===== src/hw/rtl/pust_pkg.sv =====
// Package for the per-user anomaly score table: payload structs, codes,
// decay thresholds and controller/datapath command and status structs.
`default_nettype none
package pust_pkg;
   typedef struct packed {
      logic [31:0] user_id;
      logic [31:0] prog_id;
      logic        on_local_fs;
      logic [9:0]  event_weight;
   } req_type;

   typedef struct packed {
      logic [2:0]  alert_class;
      logic [15:0] level_after;
      logic        new_user;
      logic        new_program;
      logic        table_full;
      logic        scored;
   } rsp_type;

   localparam logic CSR_NEW_PROG   = 1'b0;
   localparam logic CSR_KNOWN_PROG = 1'b1;
   localparam logic [9:0] NEW_PROG_RESET   = 10'd10;
   localparam logic [9:0] KNOWN_PROG_RESET = 10'd1;
   localparam logic [16:0] LEVEL_MAX = 17'd65535;

   // controller -> datapath
   typedef struct packed {
      logic load;        // capture request
      logic user_scan;   // compare user RAM word of previous address
      logic prog_scan;   // compare prog RAM word of previous address
      logic user_write;  // allocate user
      logic prog_write;  // allocate pair
      logic level_read;  // read level RAM
      logic score;       // saturate and decay
      logic level_write; // write level
      logic finish;      // build response
   } cmd_type;

   // datapath -> controller
   typedef struct packed {
      logic user_hit;
      logic user_free;
      logic prog_hit;
      logic prog_free;
      logic on_local_fs;
   } sts_type;

   function automatic logic [18:0] decay(input logic [15:0] lvl_i);
      // returns {class, level}
      case (1'b1)
         (lvl_i >= 16'd999): decay = {3'd4, lvl_i - 16'd99};
         (lvl_i >= 16'd900): decay = {3'd3, lvl_i - 16'd80};
         (lvl_i >= 16'd800): decay = {3'd2, lvl_i - 16'd50};
         (lvl_i >= 16'd700): decay = {3'd1, lvl_i - 16'd30};
         (lvl_i >= 16'd400): decay = {3'd0, lvl_i - 16'd7};
         (lvl_i >= 16'd300): decay = {3'd0, lvl_i - 16'd5};
         default:            decay = {3'd0, lvl_i};
      endcase
   endfunction
endpackage
`default_nettype wire


===== src/hw/rtl/pust_ctrl.sv =====
// Controller: sequences the user scan, program scan, allocation and scoring.
// Depends on pust_pkg.
`default_nettype none
module pust_ctrl import pust_pkg::*; #(
   parameter int USER_SLOTS = 64,
   parameter int PROG_SLOTS = 1024
) (
   input  wire logic                          clock,
   input  wire logic                          reset,
   input  wire logic                          req_valid,
   output logic                               req_ready,
   output logic                               rsp_valid,
   input  wire logic                          rsp_ready,
   input  wire sts_type                       sts,
   output cmd_type                            cmd,
   output logic [$clog2(USER_SLOTS)-1:0]      uaddr,
   output logic [$clog2(PROG_SLOTS)-1:0]      paddr
);
   localparam int UW = $clog2(USER_SLOTS);
   localparam int PW = $clog2(PROG_SLOTS);
   localparam logic [3:0] S_IDLE = 4'd0, S_USCAN = 4'd1, S_UTAIL = 4'd2,
                          S_PSCAN = 4'd3, S_PTAIL = 4'd4, S_DECIDE = 4'd5,
                          S_LREAD = 4'd6, S_LWAIT = 4'd7, S_SCORE = 4'd8;

   logic [3:0]  state_ff, state_in;
   logic [UW:0] ucnt_ff, ucnt_in;
   logic [PW:0] pcnt_ff, pcnt_in;
   logic        rv_ff, rv_in;
   logic        ok;

   assign uaddr = ucnt_ff[UW-1:0];
   assign paddr = pcnt_ff[PW-1:0];
   assign req_ready = (state_ff == S_IDLE) && (!rv_ff || rsp_ready);
   assign rsp_valid = rv_ff;
   assign ok = (sts.user_hit || sts.user_free) &&
               (!sts.on_local_fs || sts.prog_hit || sts.prog_free);

   always_comb begin
      state_in = state_ff; ucnt_in = ucnt_ff; pcnt_in = pcnt_ff;
      rv_in = rv_ff && !rsp_ready;
      cmd = '0;
      case (state_ff)
         S_IDLE: if (req_valid && req_ready) begin
            cmd.load = 1'b1; ucnt_in = '0; state_in = S_USCAN;
         end
         S_USCAN: begin
            if (ucnt_ff != '0) cmd.user_scan = 1'b1;
            ucnt_in = ucnt_ff + 1'b1;
            if (ucnt_ff == (UW+1)'(USER_SLOTS - 1)) state_in = S_UTAIL;
         end
         S_UTAIL: begin
            cmd.user_scan = 1'b1; pcnt_in = '0;
            state_in = S_PSCAN;
         end
         S_PSCAN: begin
            // skip the scan when not tracked; pair lookup gated by user hit
            if (!sts.on_local_fs) state_in = S_DECIDE;
            else begin
               if (pcnt_ff != '0) cmd.prog_scan = 1'b1;
               pcnt_in = pcnt_ff + 1'b1;
               if (pcnt_ff == (PW+1)'(PROG_SLOTS - 1)) state_in = S_PTAIL;
            end
         end
         S_PTAIL: begin
            cmd.prog_scan = 1'b1; state_in = S_DECIDE;
         end
         S_DECIDE: begin
            if (ok) begin
               if (!sts.user_hit) cmd.user_write = 1'b1;
               if (sts.on_local_fs && !sts.prog_hit) cmd.prog_write = 1'b1;
            end
            state_in = S_LREAD;
         end
         S_LREAD: state_in = S_LWAIT;
         S_LWAIT: begin
            // level RAM data valid this cycle
            if (ok && sts.on_local_fs) state_in = S_SCORE;
            else begin
               cmd.level_read = 1'b1; cmd.finish = 1'b1;
               rv_in = 1'b1; state_in = S_IDLE;
            end
         end
         S_SCORE: begin
            cmd.score = 1'b1; cmd.finish = 1'b1;
            rv_in = 1'b1; state_in = S_IDLE;
         end
         default: state_in = S_IDLE;
      endcase
      // level RAM addressed by the target slot from level read through score
      if (state_ff == S_LREAD || state_ff == S_LWAIT) cmd.level_read = 1'b1;
      if (state_ff == S_SCORE) begin
         cmd.level_read = 1'b1;
      end
   end

   always_ff @(posedge clock) begin
      if (reset) begin
         state_ff <= S_IDLE; ucnt_ff <= '0; pcnt_ff <= '0; rv_ff <= 1'b0;
      end else begin
         state_ff <= state_in; ucnt_ff <= ucnt_in; pcnt_ff <= pcnt_in; rv_ff <= rv_in;
      end
   end
endmodule
`default_nettype wire


===== config.mk =====
export PLATFORM = sky130hd
export DESIGN_NAME = pust_ctrl
export DESIGN_NICKNAME = d
export VERILOG_FILES = /design/src/hw/rtl/pust_pkg.sv /design/src/hw/rtl/pust_ctrl.sv
export SDC_FILE = /design/constraint.sdc
export NUM_CORES = 1
export LEC_CHECK = 0
export CAP_MARGIN = 20
export CORE_MARGIN = 8
export CORE_UTILIZATION = 56
export DETAILED_ROUTE_END_ITERATION = 7
export DONT_BUFFER_PORTS = 1
export PLACE_DENSITY = 0.69
export SYNTH_ARGS = -nofsm -noshare
export SYNTH_HDL_FRONTEND = slang
export SYNTH_SLANG_ARGS = --single-unit
export TNS_END_PERCENT = 50

===== constraint.sdc =====
create_clock -name clock -period 1.9 [get_ports clock]
set_input_delay 0.38 -clock clock [delete_from_list [all_inputs] [get_ports clock]]
set_output_delay 0.38 -clock clock [all_outputs]
set_load 0.02 [all_outputs]

Word-level counts from Yosys, hierarchy flattened
Index checks and enable logic that the tools add are counted.
{"block": "totals", "inputBits": 9, "elab_cells": 72, "output_inout_bits": 27, "ff_bits": 23}
{"block": "op_classes", "n_eq_ne": 14, "addsub": 2, "n_mux": 29, "n_reduce_logical": 23}
{"operator": "4-bit case mux with 8 select lines", "count": 1}
{"operator": "11-bit case mux with 2 select lines", "count": 1}
{"operator": "4-bit 2-to-1 mux", "count": 5}
{"operator": "4-bit by 3-bit == test with 1-bit output (second input constant)", "count": 4}
{"operator": "7-bit case mux with 2 select lines", "count": 1}
{"operator": "1-bit 2-to-1 mux", "count": 13}
{"operator": "11-bit by 1-bit adder with 11-bit output (second input constant)", "count": 1}
{"operator": "11-bit by 10-bit == test with 1-bit output (second input constant)", "count": 1}
{"operator": "11-bit 2-to-1 mux", "count": 1}
{"operator": "11-bit nonzero test", "count": 1}
{"operator": "4-bit by 2-bit == test with 1-bit output (second input constant)", "count": 2}
{"operator": "1-bit case mux with 2 select lines", "count": 4}
{"operator": "7-bit by 1-bit adder with 7-bit output (second input constant)", "count": 1}
{"operator": "7-bit by 6-bit == test with 1-bit output (second input constant)", "count": 1}
{"operator": "7-bit 2-to-1 mux", "count": 1}
{"operator": "7-bit nonzero test", "count": 1}
{"operator": "1-bit logical AND", "count": 6}
{"operator": "1-bit logical OR", "count": 5}
{"operator": "4-bit by 1-bit == test with 1-bit output (second input constant)", "count": 1}
{"operator": "4-bit == test (second input constant)", "count": 1}
{"operator": "1-bit zero test", "count": 4}
{"operator": "4-bit zero test", "count": 1}
{"operator": "2-bit 2-to-1 mux", "count": 2}
{"operator": "2-bit != test (second input constant)", "count": 2}
{"operator": "5 further kinds", "count": 7}

Depth between registers and ports, before layout
{"block": "logic_depth", "ltp_word": 9, "ltp_mapped": 6, "mapped_depth_nobuf": 5}

Least setup slack after synthesis
Ideal clock, no wire load.
{"block": "synth_path", "kind": "register to output", "start": "reg state_ff[1]", "end": "out cmd[0] in the netlist's numbering", "stages_incl_launch_ff": 5, "arrival_ns": 1.741, "slack_ns": -0.221, "n_path_buf": 1, "t_required_ns": 1.520, "cell_sequence": "dfxtp_1 -> buf_2 -> nor4b_1 -> a41oi_1 -> inv_1"}
{"element": "start: declaration", "line_no": "pust_ctrl.sv:25", "source": "logic [3:0] state_ff, state_in;"}
{"element": "start signal: assignment", "line_no": "pust_ctrl.sv:100", "source": "state_ff <= state_in; ucnt_ff <= ucnt_in; pcnt_ff <= pcnt_in; rv_ff <= rv_in;"}
{"element": "end: declaration", "line_no": "pust_ctrl.sv:15", "source": "output cmd_type cmd,"}

==> flow_metrics.env <==
export IMPL_critPathBufInv=0
export IMPL_rsz0062_at_grt="true"
export IMPL_worstSetupPathType="reg2out"
export IMPL_drt_iter0_markers=67
export IMPL_tritoncts="built"
export IMPL_cts_clk_slew_worst_paths_ns=0.14
export IMPL_grt_pass1_wl_mm=6.17
export IMPL_critPathMaxStageDelay_ns=0.38
export IMPL_portBuffers=0
export IMPL_synth_edf_count=0
export IMPL_firstDrtPassIters=4
export IMPL_synthFlopType="dfxtp_1"
export IMPL_ys_warn_count=0
export IMPL_fillers=221
export IMPL_drt_vias_per_instance=6.31
export IMPL_area_growth_pct=12.9
export IMPL_worstPathArrival_ns=1.50
export IMPL_path_cells="nor4_2 > nand4b_1 > a22o_4"
export IMPL_place_area_mm2=0.00149
export IMPL_design_area_mm2=0.00167
export IMPL_vdd_drop_max_mv=0.483
export IMPL_synth_xor_xnor_area_share_pct=2.37
export IMPL_slowest_stage="dfxtp_1"
export IMPL_die_w_um=67.4
export IMPL_cp_top_family="simple AND/OR/NAND/NOR gates"
export IMPL_ant_nets=0
export IMPL_fmax_ghz=0.531
export IMPL_critical_path_required_ns=1.52
export IMPL_die_area_mm2=0.00454
export IMPL_wire_per_inst_um=17.7
export IMPL_overflow=0
export IMPL_synth_area_mux_share_pct=0.676
export IMPL_nets=202
export IMPL_setup_violations=0
export IMPL_drv_cap=0
export IMPL_slew_headroom_pct=66.6
export IMPL_clock_skew_ns=0.00803
export IMPL_crit_path_end_kind="primary output"
export IMPL_finalPower_w=0.000962
export IMPL_async_flop_share_pct=0
export IMPL_synth_compound_area_share_pct=16.8
export IMPL_grt_usage_pct=16.8
export IMPL_synth_nets=196
export IMPL_synth_area_mm2=0.00148
export IMPL_num_rows=18
export IMPL_synth_cell_types=44
export IMPL_outcome="completed"
export IMPL_hold_viol=0
export IMPL_htreeDepth=1
export IMPL_finalNonFillerCells=218
export IMPL_clockBufferDepth=2
export IMPL_drt_wl_total_mm=3.87
export IMPL_final_max_slew_violation_count=0
export IMPL_dp_hpwl_mm=2.70
export IMPL_drc_errors=0
export IMPL_synth_area_per_cell_um2=8.09
export IMPL_path_max_fanout=5
export IMPL_grt_pass1_vias=1371
export IMPL_numCtsBuffers=3
export IMPL_worst_slack_ns=0.0182
export IMPL_antenna_found_initial=0
export IMPL_synth_simple_gate_area_share_pct=31.3
export IMPL_die_y_um=67.4
export IMPL_synthCells=183
export IMPL_synth_adder_area_share_pct=3.38
export IMPL_antennaDiodeCount=0
export IMPL_vias=1375
export IMPL_min_path_type="in2reg"
export IMPL_grt_max_degree=15
export IMPL_ys_seq_area_share_pct=31.1
export IMPL_p_leak_nw=0.643
export IMPL_cts_sinks=23
export IMPL_place_inst=208
export IMPL_initial_core_util_pct=59.2
export IMPL_root_buffer="clkbuf_4"
export IMPL_tightest_slew_ns=0.499
export IMPL_place_ws_ns=0.0800
export IMPL_period_needed_ns=1.88
export IMPL_power_density_mw_per_mm2=575
export IMPL_synth_top_family_by_area="simple AND/OR/NAND/NOR gates"
export IMPL_start_kind="flip-flop"
export IMPL_insertion_delay_ns=0.32
export IMPL_drive_gt1_share_pct=33.0
export IMPL_min_period_over_period_pct=99.0
export IMPL_io_pins=36
export IMPL_coreArea_mm2=0.00250
export IMPL_ys_seq_elements=23
export IMPL_gp_congestion=0.860
area by class of cell:
type | instances | area (um^2) | area share (%)
clock buffer | 3 | 22.5 | 1.35
clock inverter | 1 | 5.00 | 0.299
inverter | 8 | 30.0 | 1.80
multi-input combinational | 128 | 903 | 54.0
sequential | 23 | 488 | 29.2
tap | 30 | 37.5 | 2.25
timing repair buffer | 25 | 185 | 11.1
worst register-to-register path, cell delays in order, from the launching register on:
cell and delay [ns]:
dfxtp_4 0.40, buf_4 0.16, nor4b_4 0.51, nand4_1 0.18, or2_2 0.30, a21oi_1 0.13
path summary, 6_finish.rpt:
| check | start | endpoint | slack [ns] | cells past startpoint |
|---|---|---|---|---|
| max | pcnt_ff[10]$_SDFFE_PP0P_ | cmd[6] | 0.02 | 3 |
| min | reset | pcnt_ff[1]$_SDFFE_PP0P_ | 0.10 | 1 |
| max reg2reg | state_ff[3]$_SDFFE_PP0P_ | ucnt_ff[5]$_SDFFE_PP0P_ | 0.17 | 5 |
| min reg2reg | ucnt_ff[1]$_SDFFE_PP0P_ | ucnt_ff[1]$_SDFFE_PP0P_ | 0.53 | 2 |
cells in the final DEF (no fill, tap or decap), types with 6 or more instances in the layout:
master,netlist,routed
nand3_1,9,9
dfxtp_4,0,6
nor2_1,10,10
a21oi_1,18,17
buf_4,17,24
nand2_1,11,10
dfxtp_1,23,13
or3_1,7,7
o21ai_0,8,8
inv_1,8,6
metrics by stage:
step           util, %  TNS, ns  hold WS (ns)
2_1_floorplan        -  -0.0575         0.459
3_3_place_gp      59.5        0         0.451
3_5_place_dp      59.5        0         0.453
4_1_cts           63.2        0        0.0973
5_1_grt           66.9   -0.217        0.0874
6_report          66.9        0         0.104
synthesized netlist by cell type (all sizes together) (3+ instances only):
cell / count / area share, %
nor2: 10 / 2.5
nor4b: 3 / 2.8
nand4: 4 / 1.7
o31ai: 3 / 1.5
xor2: 3 / 1.8
or3: 7 / 3.0
nand2b: 3 / 1.3
nand2: 11 / 2.8
inv: 8 / 2.0
buf: 22 / 12
a21oi: 18 / 6.1
nand3: 9 / 3.0
and2: 3 / 1.3
ha: 4 / 3.4
nor2b: 3 / 1.3
nor4: 7 / 3.0
o21ai: 8 / 2.7
nor3: 4 / 1.4
dfxtp: 23 / 31
a21o: 3 / 1.5
per-layer routing:
metal | up-vias | track usage, % | share of wire, %
li1 | 657 | - | -
met1 | 668 | 20.4 | 41
met2 | 44 | 28.1 | 49
met3 | 6 | 4.14 | 8.5
met4 | 0 | 6.53 | 1.3
met5 | - | 0 | 0
where the power goes:
group	switching, W	total, W	internal, W
clock network	0.000160	0.000239	0.0000789
logic	0.000123	0.000217	0.0000942
registers	0.0000173	0.000506	0.000489
flip-flops by register name, indices dropped and copies added (netlist names):
register,cells
rsp_valid,1
state_ff,4
ucnt_ff,7
pcnt_ff,11
cells by family after synthesis:
kind of cell / Yosys count
flops: 23
buf+inv: 32
mux: 1
compound gates: 41
simple gates: 77
fa+ha+maj: 4
other cells: 1
xor+xnor: 4
repair_timing:
item                       4_1_cts  5_1_grt
buffers inserted                 4        2
setup endpoints to repair        8        7
gates cloned                     0        0
resized for setup               14       23
hold buffers                     0        0
pin swaps                        0        4
Note: power is estimated with default switching activity, not from simulation.
